==> src/rtl/core/can_bit_timing_search_assert.svh <==
// Assertion macros shared by the bit timing search modules.
`ifndef CAN_BIT_TIMING_SEARCH_ASSERT_SVH
`define CAN_BIT_TIMING_SEARCH_ASSERT_SVH

`ifndef SYNTH

`define CBTS_ASSERT_IMP(lbl, ck, rstn, ante, cons) \
  lbl: assert property (@(posedge ck) disable iff (!(rstn)) (ante) |-> (cons)) \
    else $error("assertion failed");

`define CBTS_ASSERT_NXT(lbl, ck, rstn, ante, cons) \
  lbl: assert property (@(posedge ck) disable iff (!(rstn)) (ante) |=> (cons)) \
    else $error("assertion failed");

`else

`define CBTS_ASSERT_IMP(lbl, ck, rstn, ante, cons)

`define CBTS_ASSERT_NXT(lbl, ck, rstn, ante, cons)

`endif

`endif

==> src/rtl/core/cbts_pkg.sv <==
`timescale 1ns / 1ps

package cbts_pkg;

  localparam int OSC_W   = 26;
  localparam int RATE_W  = 20;
  localparam int TQ_W    = 5;
  localparam int CAND_N  = 8;
  localparam int CAND_IW = 3;
  localparam int QUO_W   = 7;
  localparam int SHIFT_N = QUO_W - 1;
  localparam int DSH_W   = OSC_W + SHIFT_N;
  localparam int STEP_W  = 3;
  localparam int PRE_W   = 6;
  localparam int PH1_W   = 8;
  localparam int PH2_W   = 3;

  localparam logic [OSC_W-1:0]   OSC_RESET = 26'd16000000;
  localparam logic [QUO_W-1:0]   MAX_QUO   = 7'd64;
  localparam logic [PH1_W-1:0]   PS1_MARK  = 8'h80;
  localparam logic [STEP_W-1:0]  STEP_TOP  = 3'(SHIFT_N);
  localparam logic [CAND_IW-1:0] CAND_LAST = 3'(CAND_N - 1);

  typedef enum logic [2:0] {
    ST_IDLE,
    ST_CHECK,
    ST_MUL,
    ST_LOAD,
    ST_DIV,
    ST_EVAL
  } state_t;

  typedef struct packed {
    logic load;
    logic calc_div;
    logic div_init;
    logic div_step;
    logic next_cand;
    logic emit_ok;
    logic emit_fail;
  } cmd_t;

  typedef struct packed {
    logic zero;
    logic step_last;
    logic fit;
    logic cand_last;
  } sts_t;

  // Time quanta per bit, tried in this order.
  function automatic logic [TQ_W-1:0] tq_of(input logic [CAND_IW-1:0] idx);
    logic [TQ_W-1:0] tq;
    case (idx)
      3'd0: tq = 5'd16;
      3'd1: tq = 5'd12;
      3'd2: tq = 5'd10;
      3'd3: tq = 5'd9;
      3'd4: tq = 5'd8;
      3'd5: tq = 5'd7;
      3'd6: tq = 5'd6;
      default: tq = 5'd5;
    endcase
    return tq;
  endfunction

  function automatic logic [PH1_W-1:0] ph1_of(input logic [CAND_IW-1:0] idx);
    logic [TQ_W-1:0] tq;
    logic [TQ_W-1:0] ps1;
    logic [TQ_W-1:0] ps2;
    logic [TQ_W-1:0] ps1m;
    tq  = tq_of(idx);
    ps1 = (tq - 5'd1) >> 1;
    ps2 = tq - 5'd2 - ps1;
    if (ps2 < 5'd2) begin
      ps1 = tq - 5'd4;
    end
    ps1m = ps1 - 5'd1;
    return PS1_MARK | {ps1m, 3'b000};
  endfunction

  function automatic logic [PH2_W-1:0] ph2_of(input logic [CAND_IW-1:0] idx);
    logic [TQ_W-1:0] tq;
    logic [TQ_W-1:0] ps1;
    logic [TQ_W-1:0] ps2;
    logic [TQ_W-1:0] ps2m;
    tq  = tq_of(idx);
    ps1 = (tq - 5'd1) >> 1;
    ps2 = tq - 5'd2 - ps1;
    if (ps2 < 5'd2) begin
      ps2 = 5'd2;
    end
    ps2m = ps2 - 5'd1;
    return ps2m[PH2_W-1:0];
  endfunction

endpackage

==> src/rtl/core/cbts_ctrl.sv <==
`timescale 1ns / 1ps

`include "can_bit_timing_search_assert.svh"

module cbts_ctrl (
  input  logic          clk,
  input  logic          rst_n,
  input  logic          start,
  output logic          busy,
  input  cbts_pkg::sts_t sts,
  output cbts_pkg::cmd_t cmd
);

  cbts_pkg::state_t state_r;
  cbts_pkg::state_t state_nxt;

  always_ff @(posedge clk) begin
    if (!rst_n) begin
      state_r <= cbts_pkg::ST_IDLE;
    end else begin
      state_r <= state_nxt;
    end
  end

  always_comb begin
    state_nxt = state_r;
    case (state_r)
      cbts_pkg::ST_IDLE: begin
        if (start) state_nxt = cbts_pkg::ST_CHECK;
      end
      cbts_pkg::ST_CHECK: begin
        state_nxt = sts.zero ? cbts_pkg::ST_IDLE : cbts_pkg::ST_MUL;
      end
      cbts_pkg::ST_MUL:  state_nxt = cbts_pkg::ST_LOAD;
      cbts_pkg::ST_LOAD: state_nxt = cbts_pkg::ST_DIV;
      cbts_pkg::ST_DIV: begin
        if (sts.step_last) state_nxt = cbts_pkg::ST_EVAL;
      end
      cbts_pkg::ST_EVAL: begin
        if (sts.fit || sts.cand_last) begin
          state_nxt = cbts_pkg::ST_IDLE;
        end else begin
          state_nxt = cbts_pkg::ST_MUL;
        end
      end
      default: state_nxt = cbts_pkg::ST_IDLE;
    endcase
  end

  always_comb begin
    cmd  = '0;
    busy = 1'b1;
    case (state_r)
      cbts_pkg::ST_IDLE: begin
        busy     = 1'b0;
        cmd.load = start;
      end
      cbts_pkg::ST_CHECK: cmd.emit_fail = sts.zero;
      cbts_pkg::ST_MUL:   cmd.calc_div  = 1'b1;
      cbts_pkg::ST_LOAD:  cmd.div_init  = 1'b1;
      cbts_pkg::ST_DIV:   cmd.div_step  = 1'b1;
      cbts_pkg::ST_EVAL: begin
        cmd.emit_ok   = sts.fit;
        cmd.emit_fail = !sts.fit && sts.cand_last;
        cmd.next_cand = !sts.fit && !sts.cand_last;
      end
      default: busy = 1'b0;
    endcase
  end

  `CBTS_ASSERT_NXT(a_emit_to_idle, clk, rst_n, cmd.emit_ok || cmd.emit_fail,
                   state_r == cbts_pkg::ST_IDLE)
  `CBTS_ASSERT_IMP(a_emit_excl, clk, rst_n, cmd.emit_ok, !cmd.emit_fail)
  `CBTS_ASSERT_NXT(a_eval_after_div, clk, rst_n,
                   state_r == cbts_pkg::ST_DIV && sts.step_last,
                   state_r == cbts_pkg::ST_EVAL)

endmodule

==> src/rtl/core/cbts_datapath.sv <==
`timescale 1ns / 1ps

`include "can_bit_timing_search_assert.svh"

module cbts_datapath (
  input  logic                          clk,
  input  logic                          rst_n,
  input  logic                          cfg_wr_en,
  input  logic [cbts_pkg::OSC_W-1:0]    cfg_wr_data,
  input  logic [cbts_pkg::RATE_W-1:0]   in_bit_rate,
  input  cbts_pkg::cmd_t                cmd,
  output cbts_pkg::sts_t                sts,
  output logic                          out_valid,
  output logic                          out_found,
  output logic [cbts_pkg::PRE_W-1:0]    out_prescaler_byte,
  output logic [cbts_pkg::PH1_W-1:0]    out_phase_one_byte,
  output logic [cbts_pkg::PH2_W-1:0]    out_phase_two_byte
);

  localparam int PROD_W = cbts_pkg::RATE_W + cbts_pkg::TQ_W;

  logic [cbts_pkg::OSC_W-1:0]   osc_r;
  logic [cbts_pkg::RATE_W-1:0]  rate_r;
  logic [cbts_pkg::CAND_IW-1:0] cand_r;
  logic [cbts_pkg::OSC_W-1:0]   div_r;
  logic [cbts_pkg::OSC_W-1:0]   rem_r;
  logic [cbts_pkg::DSH_W-1:0]   dsh_r;
  logic [cbts_pkg::QUO_W-1:0]   quo_r;
  logic [cbts_pkg::STEP_W-1:0]  step_r;
  logic                         out_valid_r;
  logic                         out_found_r;
  logic [cbts_pkg::PRE_W-1:0]   out_pre_r;
  logic [cbts_pkg::PH1_W-1:0]   out_ph1_r;
  logic [cbts_pkg::PH2_W-1:0]   out_ph2_r;

  logic [PROD_W-1:0]            prod;
  logic                         ge;
  logic [cbts_pkg::QUO_W-1:0]   quo_m1;

  assign prod   = PROD_W'(rate_r) * PROD_W'(cbts_pkg::tq_of(cand_r));
  assign ge     = cbts_pkg::DSH_W'(rem_r) >= dsh_r;
  assign quo_m1 = quo_r - 7'd1;

  // Exact fit: zero remainder and a quotient of 1..64. A quotient of 128 or
  // more always leaves a nonzero remainder after the seven steps.
  assign sts.zero      = (rate_r == '0) || (osc_r == '0);
  assign sts.step_last = (step_r == '0);
  assign sts.fit       = (rem_r == '0) && (quo_r != '0) && (quo_r <= cbts_pkg::MAX_QUO);
  assign sts.cand_last = (cand_r == cbts_pkg::CAND_LAST);

  always_ff @(posedge clk) begin
    if (!rst_n) begin
      osc_r <= cbts_pkg::OSC_RESET;
    end else if (cfg_wr_en) begin
      osc_r <= cfg_wr_data;
    end
  end

  always_ff @(posedge clk) begin
    if (cmd.load) begin
      rate_r <= in_bit_rate;
      cand_r <= '0;
    end else if (cmd.next_cand) begin
      cand_r <= cand_r + 3'd1;
    end
    if (cmd.calc_div) begin
      div_r <= {prod, 1'b0};
    end
    if (cmd.div_init) begin
      rem_r  <= osc_r;
      dsh_r  <= {div_r, {cbts_pkg::SHIFT_N{1'b0}}};
      quo_r  <= '0;
      step_r <= cbts_pkg::STEP_TOP;
    end else if (cmd.div_step) begin
      if (ge) rem_r <= rem_r - dsh_r[cbts_pkg::OSC_W-1:0];
      dsh_r  <= dsh_r >> 1;
      quo_r  <= {quo_r[cbts_pkg::QUO_W-2:0], ge};
      step_r <= step_r - 3'd1;
    end
  end

  always_ff @(posedge clk) begin
    if (!rst_n) begin
      out_valid_r <= 1'b0;
    end else begin
      out_valid_r <= cmd.emit_ok || cmd.emit_fail;
    end
  end

  always_ff @(posedge clk) begin
    if (cmd.emit_ok) begin
      out_found_r <= 1'b1;
      out_pre_r   <= quo_m1[cbts_pkg::PRE_W-1:0];
      out_ph1_r   <= cbts_pkg::ph1_of(cand_r);
      out_ph2_r   <= cbts_pkg::ph2_of(cand_r);
    end else if (cmd.emit_fail) begin
      out_found_r <= 1'b0;
      out_pre_r   <= '0;
      out_ph1_r   <= '0;
      out_ph2_r   <= '0;
    end
  end

  assign out_valid          = out_valid_r;
  assign out_found          = out_found_r;
  assign out_prescaler_byte = out_pre_r;
  assign out_phase_one_byte = out_ph1_r;
  assign out_phase_two_byte = out_ph2_r;

  `CBTS_ASSERT_NXT(a_strobe_single, clk, rst_n, out_valid_r, !out_valid_r)
  `CBTS_ASSERT_IMP(a_fail_zero, clk, rst_n, out_valid_r && !out_found_r,
                   out_pre_r == '0 && out_ph1_r == '0 && out_ph2_r == '0)
  `CBTS_ASSERT_IMP(a_found_mark, clk, rst_n, out_valid_r && out_found_r, out_ph1_r[7])

endmodule

==> src/rtl/core/can_bit_timing_search.sv <==
`timescale 1ns / 1ps

// Channel   Handshake                 Payload
// input     start, accepted when !busy in_bit_rate
// result    out_valid, one-cycle      out_found, out_prescaler_byte,
//           strobe                    out_phase_one_byte, out_phase_two_byte
// config    cfg_wr_en                 cfg_wr_data (oscillator_hz)
//
// One request at a time. A zero rate or oscillator ends the search in the
// check state with a not-found result. Otherwise each candidate in turn
// goes through product, divider load, seven-step restoring divide and check,
// until one fits or all eight candidates have been tried.
// Synchronous active-low reset; oscillator register resets to 16 MHz.
// The receiver cannot stall; busy stays high until the strobe cycle.

module can_bit_timing_search (
  input  logic                         clk,
  input  logic                         rst_n,
  input  logic                         start,
  output logic                         busy,
  input  logic [cbts_pkg::RATE_W-1:0]  in_bit_rate,
  input  logic                         cfg_wr_en,
  input  logic [cbts_pkg::OSC_W-1:0]   cfg_wr_data,
  output logic                         out_valid,
  output logic                         out_found,
  output logic [cbts_pkg::PRE_W-1:0]   out_prescaler_byte,
  output logic [cbts_pkg::PH1_W-1:0]   out_phase_one_byte,
  output logic [cbts_pkg::PH2_W-1:0]   out_phase_two_byte
);

  cbts_pkg::cmd_t cmd;
  cbts_pkg::sts_t sts;

  cbts_ctrl u_ctrl (
    .clk   (clk),
    .rst_n (rst_n),
    .start (start),
    .busy  (busy),
    .sts   (sts),
    .cmd   (cmd)
  );

  cbts_datapath u_dp (
    .clk                (clk),
    .rst_n              (rst_n),
    .cfg_wr_en          (cfg_wr_en),
    .cfg_wr_data        (cfg_wr_data),
    .in_bit_rate        (in_bit_rate),
    .cmd                (cmd),
    .sts                (sts),
    .out_valid          (out_valid),
    .out_found          (out_found),
    .out_prescaler_byte (out_prescaler_byte),
    .out_phase_one_byte (out_phase_one_byte),
    .out_phase_two_byte (out_phase_two_byte)
  );

endmodule

==> config.mk <==
export PLATFORM = sky130hd
export DESIGN_NAME = can_bit_timing_search
export DESIGN_NICKNAME = d
export VERILOG_FILES = /design/src/rtl/core/cbts_pkg.sv /design/src/rtl/core/cbts_ctrl.sv /design/src/rtl/core/cbts_datapath.sv /design/src/rtl/core/can_bit_timing_search.sv
export VERILOG_INCLUDE_DIRS = /design/src /design/src/rtl/core
export SDC_FILE = /design/constraint.sdc
export NUM_CORES = 1
export LEC_CHECK = 0
export ABC_AREA = 1
export BUFFER_PORTS_ARGS = -buffer_cell sky130_fd_sc_hd__buf_4
export CAP_MARGIN = 40
export CORE_UTILIZATION = 50
export CTS_CLUSTER_SIZE = 25
export DETAILED_ROUTE_END_ITERATION = 12
export PLACE_DENSITY = 0.78
export SKIP_LAST_GASP = 1
export SYNTH_ARGS = -nofsm -noshare
export SYNTH_HDL_FRONTEND = slang
export SYNTH_HIERARCHICAL = 1
export SYNTH_SLANG_ARGS = --single-unit
==> constraint.sdc <==
create_clock -name clk -period 5.21 [get_ports clk]
set_input_delay 0.2605 -clock clk [delete_from_list [all_inputs] [get_ports clk]]
set_output_delay 0.2605 -clock clk [all_outputs]
set_load 0.01 [all_outputs]
=== Yosys cells after proc, flatten, opt, wreduce, memory -nomap -nowiden ===
Cells that the tools add are included.

* Multiplexer cells: 29
* Reductions and logical operators: 22
* Equal/unequal tests: 14
* Multiply operators: 1
* $lt $le $gt $ge: 3
* Add/subtract/negate cells: 10

{| class="wikitable"
|+ Operators by type and width
! operator !! count
|-
| 2-to-1 mux 26 bit || 3
|-
| 2-to-1 mux 32 bit || 2
|-
| logical NOT 26 bit || 2
|-
| case mux 5 bit (7 select lines) || 1
|-
| greater-or-equal comparator 26 x 32 -> 1 bit || 1
|-
| subtractor 26 bit || 1
|-
| multiplier 20 x 5 -> 25 bit || 1
|-
| logical NOT 20 bit || 1
|-
| equality test 3 bit, second input constant || 6
|-
| 2-to-1 mux 3 bit || 6
|-
| case mux 3 bit (6 select lines) || 1
|-
| 2-to-1 mux 7 bit || 2
|-
| equality test 3 x 2 -> 1 bit, second input constant || 4
|-
| 2-to-1 mux 6 bit || 2
|-
| logical NOT 3 bit || 3
|-
| 2-to-1 mux 4 bit || 2
|-
| <= comparator 7 bit, second input constant || 1
|-
| nonzero test 7 bit || 1
|-
| equality test 3 x 1 -> 1 bit, second input constant || 2
|-
| 2-to-1 mux 2 bit || 3
|-
| nonzero test 2 bit || 3
|-
| subtractor 3 x 1 -> 3 bit, second input constant || 2
|-
| subtractor 6 x 1 -> 6 bit, second input constant || 1
|-
| less-than comparator 5 x 2 -> 1 bit, second input constant || 1
|-
| 15 further kinds || 27
|}

* Register bits: 160
* Output and inout bits: 20
* Word-level logic and storage cells: 95

=== Depth between registers and ports, before layout ===
* Depth after elaboration: 14
* Mapped depth: 26
* Mapped depth without buffers: 24

=== By module ===
The synthesis kept the hierarchy.

{| class="wikitable"
|+ By module, submodules not included
! module !! cells an instance !! sequential area each (sq um) !! area an instance (sq um) !! times used
|-
| cbts_datapath || 1336 || 4244.1 || 11051.8 || 1
|-
| cbts_ctrl || 41 || 60.1 || 255.2 || 1
|}

=== Worst setup path before layout ===
OpenSTA, ideal clock, no wires.

* Path kind: reg-to-reg
* Start: register u_dp/cand_r[0] (netlist name)
* End: register u_dp/div_r[25] (netlist name), data pin
* Setup time: 257 ps
* Cell stages (with the launch flop): 22
* Data required time: 4953 ps
* Path slack: 616 ps
* Buffers on the path: 2
* Arrival time: 4338 ps
* Path through: dfxtp_1 inv_1 ha_1 nand2_1 nand2_2 nor2_4 buf_6 clkbuf_1 nor2_1 fa_1 fa_1 inv_1 fa_1 inv_1 ha_1 a21oi_1 nand2_1 a31oi_1 o21ai_0 nand2_1 nand2_1 xor2_1

* Longest elaborated chain between the ends: 3

{| class="wikitable"
|+ Ends and longest elaborated chain
! element !! RTL line !! text
|-
| from (decl) || cbts_datapath.sv:24 || <nowiki>logic [cbts_pkg::CAND_IW-1:0] cand_r;</nowiki>
|-
| from (signal assigned) || cbts_datapath.sv:64 || <nowiki>cand_r <= cand_r + 3'd1;</nowiki>
|-
| equality test 3 bit (tied with other cells) || cbts_pkg.sv:53 || <nowiki>case (idx)</nowiki>
|-
| case mux 5 bit (7 select lines) * || cbts_pkg.sv:53 ||
|-
| multiplier 20 x 5 -> 25 bit * || cbts_datapath.sv:40 || <nowiki>assign prod = PROD_W'(rate_r) * PROD_W'(cbts_pkg::tq_of(cand_r));</nowiki>
|-
| net u_dp.prod[24] || cbts_datapath.sv:36 || <nowiki>logic [PROD_W-1:0] prod;</nowiki>
|-
| to (signal assigned) || cbts_datapath.sv:67 || <nowiki>div_r <= {prod, 1'b0};</nowiki>
|-
| to (decl) || cbts_datapath.sv:25 || <nowiki>logic [cbts_pkg::OSC_W-1:0] div_r;</nowiki>
|}

Mark *: on every way through the listed nets, which the timed path passes. The rest lies on a longest branch.
A chain may end at the register's enable or synchronous reset.

=== Worst setup path in the final report ===
* Start: register u_dp/cand_r[1] (netlist name)
* End: register u_dp/div_r[21] (netlist name), data pin

Same word-level chain as after synthesis.

==> results.toml <==
[synth]
syn_avg_cell_area_um2 = 8.21
synth_edf_count = 110
synth_area_leaders = "edfxtp_1, fa_1, dfxtp_1"
synth_cells = 1377
synth_commonest_cells = "nand2_1, inv_1, nor2_1"
ys_ff_latch = 160
yosys_warnings = 6
yosysSeqAreaShare_pct = 38.1
async_flop_share_pct = 0
synth_area_um2 = 11300
yosysUniqueCellTypes = 45
synth_ff_type = "edfxtp_1"
synth_most_common_cell = "nand2_1"
synth_top_area_cell = "edfxtp_1"
synthDominantCellAreaShare_pct = 29.2

[power_and_ir_drop]
p_sw_mw = 1.54
power_density_nw_per_um2 = 335
power_leakage_nw = 5.91
power_mw = 4.33
ir_worst_vdd_uv = 204
pwr-share-clk_pct = 28.2
sw_frac_of_total_pct = 35.5
p_comb_share_pct = 34.3
internal_power_mw = 2.79
p_seq_share_pct = 37.5

[global_routing]
grt_max_degree = 55
grt_antenna_before_repair = 0
grt_util_all_layers_pct = 23.8
grt.overflow.total = 0
grt_pass1_wl_um = 44100
grt_pass1_vias = 9045

[hold_path]
hold_depth = 1
hold_path.class = "in2reg"

[timing]
worstMarginPinSlew_ns = 0.645
fin_ws_ns = 0.353
finalCritPeriodShare_pct = 93.2
hold_viol = 0
fin_crit_ns = 4.86
relSlewSlack_pct = 56.6
max_freq_mhz = 206
rsz0062_at_grt = "false"
finClkSkew_ns = 0.0103
slew_viol_final = 0
finalSetupViolCount = 0
finalSetupTns_ns = 0

[drt]
routedWlPerCell_um = 15.3
drcViolationCount = 1
antenna_left = 0
vias = 9355
avgViaCountPerCell = 5.35
drt_first_iter_violations = 628
drt-pass1-iter-count = 9
wl_um = 26700

[cts]
clock_path_buffers = 2
cts_tree = "yes"
clock_sinks = 160
clk_pin_slew_ns = 0.06
cts_buffers = 17
cts-root-buf = "clkbuf_16"
htree_num_levels = 4
clock_latency_ns = 0.42

[critical_path]
worstPathCellList = "inv_1, ha_1, o21ai_2, inv_2, nor2_4, buf_4, nor2_1, fa_1, fa_1, inv_1, fa_1, inv_1, ha_1, a21oi_1, o21ai_0, a21oi_1, a21oi_1, nor2_1, xor2_1"
critPathMaxStageDelay_ns = 0.59
path_class = "reg2reg"
path_max_fanout = 7
critPathCaptureType = "flip-flop"
start_kind = "flip-flop"
reg2reg_depth = 19
critPathTopFamily = "adder cells"
cp.arrival_ns = 5.03
path_buf_inv = 5
slowest_stage = "fa_1"
critical_path_cell_count = 19
cp.required_ns = 5.38

[layout]
layout.nets = 1636
area_growth_pct = 14.2
n_fill_cell = 1924
drive_gt1_share_pct = 10.8
seq_area_um2 = 4300
multi_input_area_um2 = 6070
final_area_um2 = 12900
n_antenna_cell = 0

[place]
portBuffers = 66
dp_hpwl_um = 20700
dpl_cell_area_um2 = 12200
pre_cts_ws_ns = 0.336
globalplace.congestion = 0.928

[floorplan]
core_area_um2 = 22000
pin_count = 70
dieHeight_um = 152
die_w_um = 152
start_util_pct = 51.3
fp-row-count = 54
floorplan.die_area_um2 = 23200

[flow_run]
max_cap_viol_count = 0

[status]
violations = "design-rule violations"
status = "finished with violations"
-- cell families after synthesis --
group	Yosys count	share of synthesized area, %
AND/OR/NAND/NOR	605	23.4
XOR/XNOR	27	2.09
other	1	0.0332
AO/OA/AOI/OAI	210	9.94
buffers and inverters	244	8.41
flip-flops	160	38.1
adder cells (fa/ha/maj)	130	18.1
-- through the flow --
step,hold WS [ns],utilization [%],std cells
after floorplan,0.358,-,1379
after global placement,0.438,54.7,1696
after detailed placement,0.440,55.2,1701
after CTS,0.0000993,58.4,1745
after global routing,0.00173,58.6,1749
final,0.0165,58.6,1749
-- placed cells by master (no fill, tap or decap), types with 5 or more instances in the layout --
cell type      synthesis  final
nand4_1               17     17
inv_1                201    201
o21ai_0               98     98
fa_1                  56     56
or2_2                 12     12
buf_4                  4     73
nor4_1                19     19
nor3_1                15     14
a211oi_1               7      7
nor2_1               194    194
inv_2                  6      6
a21oi_1               73     73
dfxtp_1               50     50
ha_1                  74     74
nand3_2                6      6
clkbuf_16              0     18
o21bai_1               5      5
nand2_2               11     11
o22ai_1               11     11
xor2_1                18     18
xnor2_1                9      9
dlygate4sd3_1          0     14
edfxtp_1             110    110
nand3_1               60     60
nand2_1              253    253
-- worst paths after layout --
kind,slack [ns],to,from
setup / recovery,0.35,u_dp/div_r[21],u_dp/cand_r[1]
hold / removal,0.02,u_dp/rate_r[3],in_bit_rate[3]
setup reg to reg,0.35,u_dp/div_r[21],u_dp/cand_r[1]
hold reg to reg,0.46,u_dp/dsh_r[0],u_dp/dsh_r[0]
-- registers in the layout, indices dropped and copies added (netlist names) --
register and flops:
u_dp/div_r 25, u_dp/out_phase_one_byte 4, u_dp/step_r 3, u_dp/rate_r 20
u_dp/osc_r 26, u_dp/cand_r 3, u_dp/dsh_r 32, u_dp/out_found 1
u_dp/out_prescaler_byte 6, u_ctrl/state_r 3, u_dp/rem_r 26, u_dp/out_valid 1
u_dp/quo_r 7, u_dp/out_phase_two_byte 3
-- timing repair --
| action | CTS | global route |
|---|---|---|
| hold buffers | 12 | 2 |
| endpoints found under the setup margin | 0 | 3 |
| gates resized for setup | 0 | 0 |
| endpoints found under the hold margin | 12 | 2 |
| buffers inserted | 0 | 2 |
-- layer usage --
layer	track usage, %	up-vias	routed length (µm)
li1	-	4660	-
met1	31.4	4410	11800
met2	41.1	268	13200
met3	3.30	17	1330
met4	6.17	0	312
met5	0	-	0
-- area by class of cell --
class	count	area share, %
clock inverters	9	0.562
repair buffers	93	6.36
clock buffers	23	3.94
multi-input cells	975	47.0
inverters	209	6.09
flip-flops and latches	160	33.3
well taps	280	2.71
-- power groups by stage --
stage / combinational, mW / clock [mW] / sequential (mW)
after detailed placement: 1.45 / 0 / 1.65
final: 1.48 / 1.22 / 1.62
after global routing: 1.69 / 1.29 / 1.64
after floorplan: 1.11 / 0 / 1.63
after CTS: 1.47 / 1.24 / 1.62
after global placement: 1.40 / 0 / 1.65
(Power assumes the default switching activity.)
